`src/rtl/dsb_pkg.sv`:
```
package dsb_pkg;

   // deck geometry
   localparam int DECK_SIZE     = 52;
   localparam int RANK_COUNT    = 13;
   localparam int BITS_PER_DRAW = 6;

   // generator modulus, product of two primes
   localparam int BBS_PRIME_P = 43;
   localparam int BBS_PRIME_Q = 47;
   localparam int GEN_MODULUS = BBS_PRIME_P * BBS_PRIME_Q;

   // field widths fixed by the ports
   localparam int SEED_W       = 12;
   localparam int RANK_W       = 4;
   localparam int DECK_INDEX_W = 6;

   // generator datapath widths
   localparam int GEN_W     = SEED_W;
   localparam int PROD_W    = 2 * GEN_W;
   localparam int GEN_RECIP = (2 ** PROD_W) / GEN_MODULUS;
   localparam int Q_W       = $clog2(GEN_RECIP + 1);

   // deck counters
   localparam int IDX_W = $clog2(DECK_SIZE);
   localparam int DEALT = (DECK_SIZE / 2) * 2;
   localparam int BIT_W = $clog2(BITS_PER_DRAW + 1);

   typedef enum logic [2:0] {
      ST_IDLE,
      ST_FILL,
      ST_DRAW,
      ST_RD_I,
      ST_RD_J,
      ST_WR_I,
      ST_WR_J,
      ST_DEAL
   } state_type;

   // request into the squaring unit
   typedef struct packed {
      logic             start;
      logic [GEN_W-1:0] x;
   } sq_req_type;

   // response from the squaring unit
   typedef struct packed {
      logic             done;
      logic [GEN_W-1:0] value;
      logic             parity;
   } sq_rsp_type;

endpackage

```
`src/rtl/dsb_sqmod.sv`:
```
module dsb_sqmod (
   input  logic                clock,
   input  logic                reset,
   input  dsb_pkg::sq_req_type sq_req,
   output dsb_pkg::sq_rsp_type sq_rsp
);

   localparam int MUL_W = dsb_pkg::PROD_W + dsb_pkg::Q_W;

   logic [3:0]                  valid_ff;
   logic [3:0]                  valid_in;
   logic [dsb_pkg::PROD_W-1:0]  p1_ff;
   logic [dsb_pkg::PROD_W-1:0]  p1_in;
   logic [dsb_pkg::PROD_W-1:0]  p2_ff;
   logic [dsb_pkg::Q_W-1:0]     q_ff;
   logic [dsb_pkg::Q_W-1:0]     q_in;
   logic [dsb_pkg::GEN_W-1:0]   r3_ff;
   logic [dsb_pkg::GEN_W-1:0]   r3_in;
   logic [dsb_pkg::GEN_W-1:0]   res_ff;
   logic [dsb_pkg::GEN_W-1:0]   res_in;
   logic                        par_ff;
   logic [MUL_W-1:0]            recip_prod;
   logic [dsb_pkg::PROD_W-1:0]  qm;
   logic [dsb_pkg::PROD_W-1:0]  diff;

   // stage 1: square
   assign p1_in = dsb_pkg::PROD_W'(sq_req.x) * dsb_pkg::PROD_W'(sq_req.x);

   // stage 2: quotient estimate by reciprocal, never above the true quotient
   assign recip_prod = MUL_W'(p1_ff) * MUL_W'(dsb_pkg::GEN_RECIP);
   assign q_in       = recip_prod[dsb_pkg::PROD_W +: dsb_pkg::Q_W];

   // stage 3: remainder estimate, below twice the modulus
   assign qm    = dsb_pkg::PROD_W'(q_ff) * dsb_pkg::PROD_W'(dsb_pkg::GEN_MODULUS);
   assign diff  = p2_ff - qm;
   assign r3_in = diff[dsb_pkg::GEN_W-1:0];

   // stage 4: final correction
   always_comb begin
      if (r3_ff >= dsb_pkg::GEN_W'(dsb_pkg::GEN_MODULUS)) begin
         res_in = r3_ff - dsb_pkg::GEN_W'(dsb_pkg::GEN_MODULUS);
      end else begin
         res_in = r3_ff;
      end
   end

   assign valid_in = {valid_ff[2:0], sq_req.start};

   // stage valid bits
   always_ff @(posedge clock) begin
      if (reset) begin
         valid_ff <= '0;
      end else begin
         valid_ff <= valid_in;
      end
   end

   // stage payload
   always_ff @(posedge clock) begin
      p1_ff  <= p1_in;
      p2_ff  <= p1_ff;
      q_ff   <= q_in;
      r3_ff  <= r3_in;
      res_ff <= res_in;
      par_ff <= ^res_in;
   end

   assign sq_rsp.done   = valid_ff[3];
   assign sq_rsp.value  = res_ff;
   assign sq_rsp.parity = par_ff;

   a_res_reduced : assert property (@(posedge clock) disable iff (reset)
      sq_rsp.done |-> (res_ff < dsb_pkg::GEN_W'(dsb_pkg::GEN_MODULUS)))
      else $error("squaring result not reduced");

   a_one_in_flight : assert property (@(posedge clock) disable iff (reset)
      $onehot0(valid_ff))
      else $error("more than one squaring in flight");

   a_done_single : assert property (@(posedge clock) disable iff (reset)
      sq_rsp.done |=> !sq_rsp.done)
      else $error("squaring done held for two cycles");

endmodule

```
`src/rtl/deck_shuffle_bbs_unit.sv`:
```
// deck shuffler with a blum blum shub generator
// a transfer on the request side is start high while busy is low; req_seed
// is taken then. the block fills its deck memory with ranks 1..13 repeating,
// shuffles it fisher-yates from the top slot down and deals the deck in order.
// each dealt card is one transfer on the response side: rsp_valid high for a
// single cycle with rank, pile (alternating 0/1), deck position and a last flag.
// sequence: fill writes each of the DECK_SIZE slots once; each of the
// DECK_SIZE-1 swaps runs BITS_PER_DRAW squarings through the four-stage
// square-and-reduce pipeline, then a memory read, read, write and write;
// the deal issues one read per cycle, each card appearing in the cycle after
// its read. busy covers fill, shuffle and deal, the final card strobing in
// the cycle after busy falls. the deck memory has one write and one
// registered read port, so each swap reads and writes in separate steps.
// the receiver cannot stall, so cards leave at one per cycle with no
// buffering. reset returns the controller to idle and drops busy and
// rsp_valid; deck memory contents are not cleared, every deal rewrites it.
module deck_shuffle_bbs_unit (
   input  logic                              clock,
   input  logic                              reset,
   input  logic                              start,
   output logic                              busy,
   input  logic [dsb_pkg::SEED_W-1:0]        req_seed,
   output logic                              rsp_valid,
   output logic [dsb_pkg::RANK_W-1:0]        rsp_card_rank,
   output logic                              rsp_pile,
   output logic [dsb_pkg::DECK_INDEX_W-1:0]  rsp_deck_index,
   output logic                              rsp_last
);

   localparam int IDX_W = dsb_pkg::IDX_W;

   dsb_pkg::state_type          state_ff;
   dsb_pkg::state_type          state_in;
   logic [dsb_pkg::GEN_W-1:0]   x_ff;
   logic [dsb_pkg::GEN_W-1:0]   x_in;
   logic [IDX_W-1:0]            pos_ff;
   logic [IDX_W-1:0]            pos_in;
   logic [IDX_W-1:0]            rem_ff;
   logic [IDX_W-1:0]            rem_in;
   logic [dsb_pkg::BIT_W-1:0]   bit_cnt_ff;
   logic [dsb_pkg::BIT_W-1:0]   bit_cnt_in;
   logic [IDX_W-1:0]            idx_ff;
   logic [IDX_W-1:0]            idx_in;
   logic [dsb_pkg::RANK_W-1:0]  rank_ff;
   logic [dsb_pkg::RANK_W-1:0]  rank_in;
   logic [dsb_pkg::RANK_W-1:0]  tmp_ff;
   logic [dsb_pkg::RANK_W-1:0]  tmp_in;
   logic                        out_valid_ff;
   logic                        out_valid_in;
   logic [IDX_W-1:0]            out_idx_ff;
   logic [IDX_W-1:0]            out_idx_in;

   logic [dsb_pkg::RANK_W-1:0]  deck_mem_ff [dsb_pkg::DECK_SIZE];
   logic [dsb_pkg::RANK_W-1:0]  rd_data_ff;
   logic                        mem_we;
   logic [IDX_W-1:0]            mem_waddr;
   logic [dsb_pkg::RANK_W-1:0]  mem_wdata;
   logic [IDX_W-1:0]            mem_raddr;

   dsb_pkg::sq_req_type         sq_req;
   dsb_pkg::sq_rsp_type         sq_rsp;

   logic                        fill_end;
   logic                        draw_end;
   logic                        shuffle_end;
   logic                        deal_end;
   logic [IDX_W:0]              rem_shift;
   logic [IDX_W:0]              modulus;
   logic [IDX_W-1:0]            rem_next;

   dsb_sqmod u_sqmod (
      .clock  (clock),
      .reset  (reset),
      .sq_req (sq_req),
      .sq_rsp (sq_rsp)
   );

   assign fill_end    = (idx_ff == IDX_W'(dsb_pkg::DECK_SIZE - 1));
   assign draw_end    = sq_rsp.done && (bit_cnt_ff == dsb_pkg::BIT_W'(dsb_pkg::BITS_PER_DRAW - 1));
   assign shuffle_end = (pos_ff == IDX_W'(1));
   assign deal_end    = (idx_ff == IDX_W'(dsb_pkg::DEALT - 1));

   // running remainder of the draw modulo pos+1, one draw bit at a time
   assign rem_shift = {rem_ff, sq_rsp.parity};
   assign modulus   = (IDX_W + 1)'(pos_ff) + (IDX_W + 1)'(1);
   always_comb begin
      if (rem_shift >= modulus) begin
         rem_next = IDX_W'(rem_shift - modulus);
      end else begin
         rem_next = IDX_W'(rem_shift);
      end
   end

   // next state
   always_comb begin
      state_in = state_ff;
      unique case (state_ff)
         dsb_pkg::ST_IDLE: if (start) state_in = dsb_pkg::ST_FILL;
         dsb_pkg::ST_FILL: if (fill_end) state_in = dsb_pkg::ST_DRAW;
         dsb_pkg::ST_DRAW: if (draw_end) state_in = dsb_pkg::ST_RD_I;
         dsb_pkg::ST_RD_I: state_in = dsb_pkg::ST_RD_J;
         dsb_pkg::ST_RD_J: state_in = dsb_pkg::ST_WR_I;
         dsb_pkg::ST_WR_I: state_in = dsb_pkg::ST_WR_J;
         dsb_pkg::ST_WR_J: begin
            if (shuffle_end) state_in = dsb_pkg::ST_DEAL;
            else state_in = dsb_pkg::ST_DRAW;
         end
         dsb_pkg::ST_DEAL: if (deal_end) state_in = dsb_pkg::ST_IDLE;
         default: state_in = dsb_pkg::ST_IDLE;
      endcase
   end

   // outputs of the controller: memory port, squaring launch, busy
   always_comb begin
      busy      = (state_ff != dsb_pkg::ST_IDLE);
      mem_we    = 1'b0;
      mem_waddr = idx_ff;
      mem_wdata = rank_ff;
      mem_raddr = idx_ff;
      sq_req.start = 1'b0;
      sq_req.x     = sq_rsp.done ? sq_rsp.value : x_ff;
      unique case (state_ff)
         dsb_pkg::ST_IDLE: ;
         dsb_pkg::ST_FILL: begin
            mem_we       = 1'b1;
            sq_req.start = fill_end;
         end
         dsb_pkg::ST_DRAW: sq_req.start = sq_rsp.done && !draw_end;
         dsb_pkg::ST_RD_I: mem_raddr = pos_ff;
         dsb_pkg::ST_RD_J: mem_raddr = rem_ff;
         dsb_pkg::ST_WR_I: begin
            mem_we    = 1'b1;
            mem_waddr = pos_ff;
            mem_wdata = rd_data_ff;
         end
         dsb_pkg::ST_WR_J: begin
            mem_we       = 1'b1;
            mem_waddr    = rem_ff;
            mem_wdata    = tmp_ff;
            sq_req.start = !shuffle_end;
         end
         dsb_pkg::ST_DEAL: ;
         default: ;
      endcase
   end

   // datapath next values
   always_comb begin
      x_in         = x_ff;
      pos_in       = pos_ff;
      rem_in       = rem_ff;
      bit_cnt_in   = bit_cnt_ff;
      idx_in       = idx_ff;
      rank_in      = rank_ff;
      tmp_in       = tmp_ff;
      out_valid_in = 1'b0;
      out_idx_in   = out_idx_ff;
      unique case (state_ff)
         dsb_pkg::ST_IDLE: begin
            if (start) begin
               x_in    = req_seed;
               idx_in  = '0;
               rank_in = dsb_pkg::RANK_W'(1);
            end
         end
         dsb_pkg::ST_FILL: begin
            idx_in = idx_ff + IDX_W'(1);
            if (rank_ff == dsb_pkg::RANK_W'(dsb_pkg::RANK_COUNT)) begin
               rank_in = dsb_pkg::RANK_W'(1);
            end else begin
               rank_in = rank_ff + dsb_pkg::RANK_W'(1);
            end
            if (fill_end) begin
               pos_in     = IDX_W'(dsb_pkg::DECK_SIZE - 1);
               rem_in     = '0;
               bit_cnt_in = '0;
            end
         end
         dsb_pkg::ST_DRAW: begin
            if (sq_rsp.done) begin
               x_in       = sq_rsp.value;
               rem_in     = rem_next;
               bit_cnt_in = bit_cnt_ff + dsb_pkg::BIT_W'(1);
            end
         end
         dsb_pkg::ST_RD_I: ;
         dsb_pkg::ST_RD_J: tmp_in = rd_data_ff;
         dsb_pkg::ST_WR_I: ;
         dsb_pkg::ST_WR_J: begin
            if (shuffle_end) begin
               pos_in = '0;
               idx_in = '0;
            end else begin
               pos_in     = pos_ff - IDX_W'(1);
               rem_in     = '0;
               bit_cnt_in = '0;
            end
         end
         dsb_pkg::ST_DEAL: begin
            idx_in       = idx_ff + IDX_W'(1);
            out_valid_in = 1'b1;
            out_idx_in   = idx_ff;
         end
         default: ;
      endcase
   end

   // control registers
   always_ff @(posedge clock) begin
      if (reset) begin
         state_ff     <= dsb_pkg::ST_IDLE;
         x_ff         <= '0;
         pos_ff       <= '0;
         rem_ff       <= '0;
         bit_cnt_ff   <= '0;
         idx_ff       <= '0;
         rank_ff      <= '0;
         out_valid_ff <= 1'b0;
      end else begin
         state_ff     <= state_in;
         x_ff         <= x_in;
         pos_ff       <= pos_in;
         rem_ff       <= rem_in;
         bit_cnt_ff   <= bit_cnt_in;
         idx_ff       <= idx_in;
         rank_ff      <= rank_in;
         out_valid_ff <= out_valid_in;
      end
   end

   // payload registers
   always_ff @(posedge clock) begin
      tmp_ff     <= tmp_in;
      out_idx_ff <= out_idx_in;
   end

   // deck memory, one write port and one registered read port
   always_ff @(posedge clock) begin
      if (mem_we) begin
         deck_mem_ff[mem_waddr] <= mem_wdata;
      end
      rd_data_ff <= deck_mem_ff[mem_raddr];
   end

   // result port
   assign rsp_valid      = out_valid_ff;
   assign rsp_card_rank  = rd_data_ff;
   assign rsp_pile       = out_idx_ff[0];
   assign rsp_deck_index = dsb_pkg::DECK_INDEX_W'(out_idx_ff);
   assign rsp_last       = out_valid_ff && (out_idx_ff == IDX_W'(dsb_pkg::DEALT - 1));

   a_start_fills : assert property (@(posedge clock) disable iff (reset)
      (start && !busy) |=> (state_ff == dsb_pkg::ST_FILL))
      else $error("accepted request did not start the fill");

   a_rsp_from_deal : assert property (@(posedge clock) disable iff (reset)
      rsp_valid |-> $past(state_ff == dsb_pkg::ST_DEAL))
      else $error("card strobed outside the deal");

   a_swap_index : assert property (@(posedge clock) disable iff (reset)
      (state_ff == dsb_pkg::ST_RD_I) |-> (rem_ff <= pos_ff))
      else $error("swap index above shuffle position");

   a_write_range : assert property (@(posedge clock) disable iff (reset)
      mem_we |-> (mem_waddr < IDX_W'(dsb_pkg::DECK_SIZE - 1) ||
                  mem_waddr == IDX_W'(dsb_pkg::DECK_SIZE - 1)))
      else $error("deck write beyond the deck");

   a_idle_quiet : assert property (@(posedge clock) disable iff (reset)
      (state_ff == dsb_pkg::ST_IDLE) |-> !sq_rsp.done)
      else $error("squaring active while idle");

endmodule

```
`config.mk`:
```
export PLATFORM = sky130hd
export DESIGN_NAME = deck_shuffle_bbs_unit
export DESIGN_NICKNAME = d
export VERILOG_FILES = /design/src/rtl/dsb_pkg.sv /design/src/rtl/dsb_sqmod.sv /design/src/rtl/deck_shuffle_bbs_unit.sv
export SDC_FILE = /design/constraint.sdc
export NUM_CORES = 1
export LEC_CHECK = 0
export ABC_AREA = 1
export BUFFER_PORTS_ARGS = -buffer_cell sky130_fd_sc_hd__buf_2
export CORE_ASPECT_RATIO = 1.1
export CORE_MARGIN = 5
export CORE_UTILIZATION = 40
export CTS_CLUSTER_DIAMETER = 100
export DETAILED_ROUTE_END_ITERATION = 8
export GPL_TIMING_DRIVEN = 0
export SLEW_MARGIN = 20
export SYNTH_ARGS = -nofsm -noshare
export SYNTH_HDL_FRONTEND = slang
export SYNTH_HIERARCHICAL = 1
export SYNTH_SLANG_ARGS = --single-unit
```
`constraint.sdc`:
```
create_clock -name clock -period 5.1 [get_ports clock]
set_input_delay 1.02 -clock clock [delete_from_list [all_inputs] [get_ports clock]]
set_output_delay 1.02 -clock clock [all_outputs]
set_load 0.05 [all_outputs]
```
-- Yosys cells after proc, flatten, opt, wreduce, memory -nomap -nowiden
Memories as Yosys holds them, arrays and structs flattened. A register that Yosys moved wholly into a read port is not among the register bits.
Index checks and enable logic that the tools add are counted.
- flip-flop bits (word level): 130
- RAM bits: 208
- input bits: 15
- output and inout bits: 14
- logic and storage cells: 106
- memories kept: 1
- add/subtract/negate cells: 8
- $mul: 3
- magnitude comparators: 2
- equality and inequality tests: 19
- muxes and demuxes: 35
- reductions and logical operators: 21
- memories (name ; words ; width ; rd ports ; clocked after Yosys merged registers in ; write ports ; line ; source):
    deck_mem_ff ; 52 ; 4 ; 1 ; 1 ; 1 ; deck_shuffle_bbs_unit.sv:53 ; logic [dsb_pkg::RANK_W-1:0] deck_mem_ff [dsb_pkg::DECK_SIZE];
- operators with widths (operator ; number):
    $mux 6 ; 8
    $mul 24x14->38 const B ; 1
    $mux 12 ; 3
    $pmux 6 s2 ; 3
    $pmux 6 s3 ; 2
    $mul 12x12->24 ; 1
    $pmux 12 s2 ; 1
    $pmux 3 s8 ; 1
    $mux 3 ; 7
    $pmux 4 s2 ; 2
    $eq 3x3->1 const B ; 5
    $mul 14x11->12 const B ; 1
    $eq 6x6->1 const B ; 2
    $ge 12x11->1 const B ; 1
    $ne 2x2->1 const B ; 6
    $reduce_xor 12->1 ; 1
    $sub 12x11->12 const B ; 1
    $sub 12x12->12 ; 1
    $pmux 3 s3 ; 1
    $reduce_bool 3->1 ; 3
    $mux 4 ; 2
    $reduce_and 4->1 ; 2
    $add 6x1->7 const B ; 1
    $ge 7x7->1 ; 1
    20 further kinds ; 31

-- Longest topological paths before layout
Gate-level depths: netlist of the first run.
- depth after elaboration: 5
- depth in mapped cells: 25
- mapped depth without buffers: 22

-- Hierarchy
The synthesis of the first run kept the hierarchy.
- modules (own cells, without submodules) (module ; instances ; cells each ; area each (sq um) ; sequential area each (sq um)):
    deck_shuffle_bbs_unit ; 1 ; 1331 ; 12610.8 ; 7447.1
    dsb_sqmod ; 1 ; 1519 ; 12552.0 ; 1501.4

-- Worst setup path before layout of the first run
OpenSTA, ideal clock, no wires.
- path kind: reg2reg
- from: register u_sqmod.valid_ff[3]
- to: register u_sqmod/p1_ff[21] (netlist bit)
- setup time: 0.125 ns
- arrival: 5.316 ns
- data required time: 4.975 ns
- setup slack: -0.341 ns
- stages on the path, launching flop included: 25
- path buffers: 3
- period minus slack after synthesis: 5.441 ns
- path through: dfxtp_1 -> buf_4 -> inv_1 -> clkbuf_1 -> nand2_1 -> nand2_1 -> clkbuf_1 -> nand2_1 -> inv_1 -> fa_1 -> fa_1 -> inv_1 -> fa_1 -> inv_1 -> fa_1 -> inv_1 -> fa_1 -> inv_1 -> ha_1 -> nand2_1 -> o21ai_0 -> a21oi_1 -> o21ai_0 -> a31oi_1 -> xor2_1
- RTL lines (element ; line ; source):
    from (decl) ; dsb_sqmod.sv:10 ; logic [3:0] valid_ff;
    from (signal assigned) ; dsb_sqmod.sv:54 ; valid_ff <= valid_in;
    to (signal assigned) ; dsb_sqmod.sv:60 ; p1_ff <= p1_in;
    to (decl) ; dsb_sqmod.sv:12 ; logic [dsb_pkg::PROD_W-1:0] p1_ff;

==> results.md, run 1 <==
Run status:
- The run finished with clean final reports.

Routing:
- The detail route stage leaves a number of antenna-violating nets equal to 0.
- In the routed layout, each cell is associated on average with a via count of around 5.0.
- The total iterations of the first detailed-routing run is 5.
- After detailed routing, the average wire length per cell comes to between 15 and 20 um.
- After detailed routing, the number of remaining DRC violations is 0.
- For this block, the routed nets add up to 64200 um of wire.
- Detailed routing inserted a total of around 19000 vias.
- The violation count after the first detailed-route iteration is between 1000 and 1500.

Placement:
- The placed wire-length estimate is between 40000 and 50000 um.
- The weighted congestion at the end of routability-driven global placement is around 0.91.
- The total of buffers placed on input and output ports is 28.
- Timing analysis after detailed placement gives a worst setup slack of -0.9049 ns.

Logic synthesis:
- By area, the combinational part of the netlist is dominated by adder cells.
- The synthesized netlist devotes 6.504% of its cell area to compound gates.
- The most frequent cell after synthesis is sky130_fd_sc_hd__inv_1.
- A synthesized cell averages ~8.8 um^2.
- After Yosys synthesis, full adders, half adders and majority gates account for about a quarter of the synthesized area.
- Summing the sequential cell areas from Yosys gives between 30% and 40% of the chip area.
- Of the total synthesized cell area, the portion taken by XOR and XNOR cells is about 2.5%.
- The flip-flop cell with the highest count after synthesis is sky130_fd_sc_hd__edfxtp_1.
- After Yosys synthesis, and, or, nand and nor cells account for between 10% and 20% of the synthesized area.
- The mapped netlist covers roughly 0.025 mm^2.
- In this run the biggest area consumer among cell types represents roughly a quarter of the synthesized area.
- The fraction of synthesized area in multiplexers is 0%.
- The yosys synthesis warning count is 6.
- The async set or reset register ratio after synthesis is 0%.
- The number of flops mapped to enable cells by yosys is approximately 220.
- After synthesis, the cell types taking the most area are sky130_fd_sc_hd__edfxtp_1 26%, sky130_fd_sc_hd__fa_1 14%, sky130_fd_sc_hd__ha_1 12%.
- The commonest cells after synthesis are 626 x sky130_fd_sc_hd__inv_1, 531 x sky130_fd_sc_hd__nand2_1, 255 x sky130_fd_sc_hd__nand3_1.
- The dominant cell type by area after synthesis is sky130_fd_sc_hd__edfxtp_1.
- Counting distinct cell types in the post-synthesis netlist gives 57.
- Counting flops and latches in the post-synthesis netlist gives between 300 and 400.
- The gate count after technology mapping is ~2900.

Timing:
- Setup violations remaining at the end of the flow were counted as 0.
- Setup repair after global routing could not meet its margin everywhere.
- The maximum frequency from static timing analysis is 198.3 MHz.
- The transition at the pin with the smallest max-transition slack is approximately 0.94 ns.
- The number of max-slew violations in the final report came to 0.
- The final critical-path required period is 5.043 ns.
- Between clock sinks in the finished design, the worst skew comes to about 0.034 ns.
- The total count of hold-check failures in the final report is 0.
- Adding up every negative setup slack in the final design gives 0 ns.
- The post-route clock period utilization is between 90% and 100%.
- The worst pin sits at a relative slew slack of between 30 and 40%.
- Final hold analysis gives a worst-case slack of about 0.40 ns.
- The worst setup margin is 0.05691 ns.

GRT:
- The number of global-route vias before repair is about 20000.
- The first-pass GRT wire length is ~100000 um.
- The maximum number of pins on one net before global-route repair is 39.
- The residual overflow from global routing is 0.
- The overall global routing resource usage is 18.58%.
- The number of antenna violations at the first check in global routing is 0.

Job:
- The number of violations of the max-capacitance limit is 0.

Cells and area:
- The number of nets in the layout is between 3000 and 4000.
- The synthesis-to-layout area growth is 14.87%.
- Counting the fill cells in the layout gives ~5900.
- The antenna diode count is 0.
- The post-route netlist has between 10% and 20% of its cells at a drive strength greater than 1.

Worst setup path:
- The kind of end point of the critical path is a register.
- The cell type group with the largest total delay on the critical path is adder cells.
- The cell with the biggest individual delay on the critical path is sky130_fd_sc_hd__fa_1.
- By startpoint and endpoint, the worst setup path is classified as register to register.
- The maximum fanout count along the critical path is 7.
- In this design, the stage delay of the slowest critical-path cell is between 0.5 and 0.6 ns.
- At the worst endpoint, the arrival time is around 5.5 ns.
- The required arrival time at the worst endpoint is about 5.5 ns.
- The worst setup path is launched from a register.
- The sum of buffers and inverters on the critical path is 10.

CTS:
- The clock network latency to the later pin of the worst-skew pair is between 0.5 and 0.6 ns.
- The number of sinks handled by clock tree synthesis is ~340.
- The clock tree root driver cell is sky130_fd_sc_hd__clkbuf_16.
- TritonCTS built the clock tree.
- The number of levels the H-tree was split into is 2.
- The buffer depth of the longest clock path is 3.
- The clock-pin slew reported for the worst setup and hold paths after clock tree synthesis is around 0.060 ns.
- Clock tree synthesis inserted a total of 39 buffers.

Floorplan:
- The area of the core is 0.06234 mm^2.
- The floorplan die height is between 200 and 300 um.
- The width of the chip is about 250 um.
- During I/O placement, the number of pins put on the boundary was 29.
- The effective utilization at floorplan is between 40% and 50%.
- The floorplan step defined a die boundary enclosing around 0.068 mm^2.
- The number of core rows is 96.

Worst hold path:
- The tightest min-delay check is of the register to register type.
[metal layers]
| layer | wire [um] | vias up | track usage, % |
|---|---|---|---|
| li1 | - | 9377 | - |
| met1 | 27310 | 9391 | 24.08 |
| met2 | 31990 | 494 | 32.84 |
| met3 | 3197 | 107 | 2.589 |
| met4 | 1699 | 0 | 5.026 |
| met5 | 0 | - | 0 |
[through the flow]
step	instance area, um^2	util [%]	std cells
2_1_floorplan	25190	-	2853
3_3_place_gp	26370	42.30	3714
3_5_place_dp	26560	42.61	3736
4_1_cts	28470	45.67	3830
5_1_grt	28900	46.37	3850
6_report	28900	46.37	3850
[final cells by class]
type                    instances  area (um^2)  area share, %
multi-input cells            1804        13960          48.31
flip-flops and latches        338         8959          30.99
inverters                     640         2412          8.346
clock buffers                  48         1050          3.632
well taps                     833         1042          3.606
repair buffers                 94        659.4          2.281
plain buffers                  69        520.5          1.801
clock inverters                24        299.0          1.035
[placed cells by master (no fill, tap or decap), types with 6 or more instances in the layout]
cell type and count:
sky130_fd_sc_hd__o21ai_2 17, sky130_fd_sc_hd__edfxtp_1 218, sky130_fd_sc_hd__clkbuf_16 41, sky130_fd_sc_hd__nor3_1 13, sky130_fd_sc_hd__xnor2_1 27, sky130_fd_sc_hd__ha_4 8, sky130_fd_sc_hd__buf_2 51, sky130_fd_sc_hd__buf_6 7
sky130_fd_sc_hd__fa_1 178, sky130_fd_sc_hd__nor2_1 133, sky130_fd_sc_hd__o211ai_1 23, sky130_fd_sc_hd__a31oi_1 15, sky130_fd_sc_hd__nand4_1 17, sky130_fd_sc_hd__nand3b_1 25, sky130_fd_sc_hd__ha_1 230, sky130_fd_sc_hd__buf_1 6
sky130_fd_sc_hd__clkinv_2 8, sky130_fd_sc_hd__clkbuf_1 19, sky130_fd_sc_hd__o21ai_0 80, sky130_fd_sc_hd__inv_2 25, sky130_fd_sc_hd__clkbuf_8 6, sky130_fd_sc_hd__dfxtp_1 112, sky130_fd_sc_hd__nand3_1 253, sky130_fd_sc_hd__nand2_1 489
sky130_fd_sc_hd__a21oi_2 6, sky130_fd_sc_hd__buf_8 8, sky130_fd_sc_hd__o21ai_1 7, sky130_fd_sc_hd__clkinv_1 7, sky130_fd_sc_hd__buf_4 71, sky130_fd_sc_hd__nand2_4 19, sky130_fd_sc_hd__inv_1 612, sky130_fd_sc_hd__nand2_2 41
sky130_fd_sc_hd__a21oi_1 94, sky130_fd_sc_hd__xor2_1 43, sky130_fd_sc_hd__dfxtp_2 8
[final timing paths]
path                                       endpoint                start  depth (start not counted)  slack, ns
worst max register to register    u_sqmod/p1_ff[20]  u_sqmod/valid_ff[3]                         26       0.06
worst min register to register  u_sqmod/valid_ff[3]  u_sqmod/valid_ff[2]                          2       0.40
worst max-delay path              u_sqmod/p1_ff[20]  u_sqmod/valid_ff[3]                         26       0.06
worst min-delay path            u_sqmod/valid_ff[3]  u_sqmod/valid_ff[2]                          2       0.40
[timing repair]
item / in CTS / in global routing
cloned: 1 / 0
setup buffers: 23 / 20
pin swaps: 21 / 41
gates resized for setup: 92 / 95
hold buffers: 0 / 0
setup endpoints to repair: 15 / 15
[worst reg2reg max path: stages, from the launching register on]
cell	delay, ns
sky130_fd_sc_hd__dfxtp_2	0.32
sky130_fd_sc_hd__buf_6	0.13
sky130_fd_sc_hd__inv_8	0.05
sky130_fd_sc_hd__buf_8	0.13
sky130_fd_sc_hd__nand2_4	0.06
sky130_fd_sc_hd__nand2_4	0.06
sky130_fd_sc_hd__buf_8	0.14
sky130_fd_sc_hd__buf_6	0.12
sky130_fd_sc_hd__nand2_4	0.06
sky130_fd_sc_hd__inv_4	0.04
sky130_fd_sc_hd__fa_1	0.49
sky130_fd_sc_hd__inv_2	0.04
sky130_fd_sc_hd__fa_1	0.51
sky130_fd_sc_hd__inv_2	0.04
sky130_fd_sc_hd__fa_2	0.47
sky130_fd_sc_hd__fa_1	0.53
sky130_fd_sc_hd__inv_2	0.05
sky130_fd_sc_hd__fa_1	0.51
sky130_fd_sc_hd__inv_2	0.05
sky130_fd_sc_hd__ha_4	0.26
sky130_fd_sc_hd__a21oi_2	0.16
sky130_fd_sc_hd__o21ai_2	0.08
sky130_fd_sc_hd__a21oi_1	0.19
sky130_fd_sc_hd__o21ai_2	0.12
sky130_fd_sc_hd__nand3_1	0.08
sky130_fd_sc_hd__nand2_1	0.06
sky130_fd_sc_hd__xor2_1	0.14
[kinds of logic (layout without fill, tap and decap cells)]
family                   count (synthesis)  after routing
AND/OR/NAND/NOR                       1026           1026
flip-flops                             338            338
other                                    2              5
buffers and inverters                  711            875
adder cells (fa/ha/maj)                420            420
XOR/XNOR                                71             71
AO/OA/AOI/OAI                          282            282
[registers in the layout (all words and copies together) (netlist names)]
register          flops
bit_cnt_ff            3
deck_mem_ff         208
idx_ff                6
pos_ff                6
rank_ff               4
rem_ff                6
rsp_card_rank         4
rsp_deck_index        6
rsp_valid             1
state_ff              3
tmp_ff                4
u_sqmod/p1_ff        23
u_sqmod/p2_ff        11
u_sqmod/par_ff        1
u_sqmod/q_ff         12
u_sqmod/r3_ff        12
u_sqmod/res_ff       12
u_sqmod/valid_ff      4
x_ff                 12
Power of run 1 is not shown: default switching activity piles up to over one toggle a cycle in this logic, so the estimate is an artifact.
==> inputs of run 2 (changes only) <==
clock period = 4.5 ns   (was 5.1 ns; I/O delays follow)
==> results.md, run 2 (synthesis gave the netlist of run 1 again) <==
Routing:
- The routed wire length is about 65000 um.
- Across all layers, the routed design uses 19430 vias.
- The total iterations of the first detailed-routing run is 5.
- Dividing the detail-routed wire length by the instance count gives approximately 17 um.
- The remaining routing DRC violations is 0.
- Once detail routing completed, the nets flagged for antenna violations numbered 0.
- The ratio of routed vias to standard cells is 5.031.
- The detailed router finished its first iteration with 1104 violations.

Floorplan:
- The number of ports placed on the die boundary is 29.
- In this run the horizontal extent of the chip is around 250 um.
- The floorplan has between 90 and 100 rows.
- The die covers 0.06803 mm^2.
- The effective utilization at floorplan is between 40% and 50%.
- The floorplan die height is 273.1 um.
- The area of the core is between 0.06 and 0.07 mm^2.

CTS:
- The H-tree was split into 2 levels.
- TritonCTS created 38 clock buffers.
- The later pin in the worst-skew pair is clocked with a latency of between 0.5 and 0.6 ns.
- The number of sinks handled by clock tree synthesis is around 340.
- The clock tree root driver cell is sky130_fd_sc_hd__clkbuf_16.
- TritonCTS built the clock tree.
- No sink is reached through more buffers than the 3 on the longest clock path.
- After clock tree synthesis, the clock-pin slew on the worst setup and hold paths is around 0.06 ns.

Timing:
- The total count of hold-check failures in the final report came to 0.
- The routed design could run at a clock period as short as between 4 and 5 ns.
- The transition at the pin with the smallest max-transition slack is 0.7939 ns.
- The worst-case hold slack is ~0.40 ns.
- The worst setup skew after layout is 0.02181 ns.
- The number of max-slew violations in the final report is 0.
- Setup violations remaining at the end of the flow were counted as 25.
- Static timing analysis puts the maximum clock frequency at slightly above 200 MHz.
- Of the available clock period, the critical path in the final layout requires 110.0%.
- The worst setup margin is -0.4479 ns.
- Headroom to the max-slew limit came out at 46.51%.
- Setup repair after global routing could not meet its margin everywhere.

Worst setup path:
- The required arrival time at the worst endpoint is just under 5 ns.
- The worst setup path is captured at a register.
- The element type at the critical path start is a register.
- The maximum cell stage delay along the critical path is 0.53 ns.
- Traced cell by cell, the critical path runs through buf_6, inv_8, clkbuf_16, nand2_4, nand2_4, clkbuf_16, nand2_4, inv_2, fa_1, fa_1, inv_2, fa_1, inv_1, fa_1, inv_1, fa_1, inv_2, ha_4, a21oi_4, o21ai_4, a21oi_4, o21ai_2, a31oi_1, xor2_1.
- Along the worst path, the maximum fanout reaches 8.
- On the critical path, the stage with the largest delay is an instance of sky130_fd_sc_hd__fa_1.
- The setup check on the worst reg-to-reg path leaves a slack of -0.45 ns.
- The critical path arrival is ~5.4 ns.
- Among the stages of the critical path, the cell type that occurs most often is sky130_fd_sc_hd__fa_1.
- The worst register-to-register path has a depth of 24.
- The sum of buffers and inverters on the critical path is 9.
- The endpoint of the lowest-slack register-to-register path is u_sqmod/p1_ff[21].
- The worst register-to-register path begins at u_sqmod/valid_ff[3].
- The critical path in this run is classified as register to register.
- The cell family contributing the most delay on the critical path is adder cells.
- The logic depth of the worst path, buffers included is 24.

Placement:
- After legalization and detailed placement, the total HPWL measured approximately 50000 um.
- The post-placement worst setup slack is -0.7666 ns.
- The congestion estimate from routability-driven global placement came to 0.9193.
- The total of buffers placed on input and output ports is 28.

Worst hold path:
- The worst hold path was traced through 2 stages.
- The destination of the worst hold path is u_sqmod/valid_ff[3].
- The path class of the tightest hold or removal check is register to register.
- The startpoint identified for the worst hold timing path is u_sqmod/valid_ff[2].

GRT:
- The number of antenna violations at the first check in global routing is 0.
- The first global-routing pass estimated approximately 100000 um of wire.
- The overall global routing resource usage is a little under a fifth.
- The residual overflow from global routing is 0.
- The maximum number of pins on one net before global-route repair is 53.
- The number of global-route vias before repair is 19690.

Cells and area:
- The number of nets in the layout is 3435.
- The top cell types in the final layout, fill and taps aside, are 603 x sky130_fd_sc_hd__inv_1, 471 x sky130_fd_sc_hd__nand2_1, 254 x sky130_fd_sc_hd__nand3_1.
- The filler cell count is roughly 5800.
- Ranked by flip-flop count, first place goes to deck_mem_ff.
- The antenna diode count is 0.
- The share of layout cells above drive strength 1 is 15.78%.
- The most common library cell in the layout ignoring fill and taps is sky130_fd_sc_hd__inv_1.
- The flip-flop count of the largest register, all copies and words added is between 200 and 250.
- The largest registers in the layout are deck_mem_ff x208, u_sqmod/p1_ff x23.
- The synthesis-to-layout area growth is 17.35%.

Run status:
- The final reports fail on setup timing.
- The run finished, with violations left.

Job:
- Across the run, the number of max-cap violations was 0.
## run 2: changes by cell type in the layout (fill, tap and decap cells not counted), sizes merged
cell / delta
buf: +10
bufinv: -3
clkinv: +2
clkbuf: +7
inv: -3
## run 2: per-layer routing
metal	wire, um	vias to the layer above	track usage, %
li1	-	9387	-
met1	27250	9505	23.91
met2	32910	445	33.53
met3	3265	97	2.303
met4	1437	0	4.650
met5	0	-	0
## run 2: area by class of cell
type,instances,area (um^2),area share (%)
Clock inverter,20,197.7,0.6695
Multi-Input combinational cell,1804,14470,49.00
Timing Repair Buffer,109,792.0,2.682
Tap cell,833,1042,3.530
Sequential cell,338,8987,30.44
Inverter,640,2412,8.169
Clock buffer,50,1057,3.580
Buffer,69,571.8,1.936
## run 2: metrics by stage
stage	instances	setup TNS [ns]	utilization (%)	cell area, um^2
after CTS	3843	-6.955	46.58	29040
after global routing	3863	-10.34	47.37	29530
after floorplan	2853	-1.236	-	25530
after detailed placement	3735	-11.26	43.13	26890
final	3863	-5.832	47.37	29530
after global placement	3714	-164.03	42.84	26710
## run 2: what timing repair did
| action | CTS | global route |
|---|---|---|
| setup buffers | 38 | 20 |
| resized for setup | 141 | 89 |
| pin swaps | 43 | 38 |
| hold buffers | 0 | 0 |
| endpoints found under the setup margin | 30 | 29 |
| gates cloned | 2 | 0 |
## run 2: how the worst max path moves through the flow
stage,from,slack [ns],endpoint
global route,u_sqmod/valid_ff[3],-0.61,u_sqmod/p1_ff[21]
finish,u_sqmod/valid_ff[3],-0.45,u_sqmod/p1_ff[21]
detailed placement,u_sqmod/valid_ff[3],-0.77,u_sqmod/p1_ff[20]
global placement,state_ff[0],-1.02,deck_mem_ff[20][0]
floorplan,u_sqmod/valid_ff[3],-0.20,u_sqmod/p1_ff[21]
CTS,u_sqmod/valid_ff[3],-0.50,u_sqmod/p1_ff[16]
## run 2: tightest hold or removal path: stages, from the launching register on
cell and delay, ns:
sky130_fd_sc_hd__dfxtp_1 0.29, sky130_fd_sc_hd__inv_1 0.05, sky130_fd_sc_hd__nor2_1 0.03
Power of run 2 is left out for the same reason.
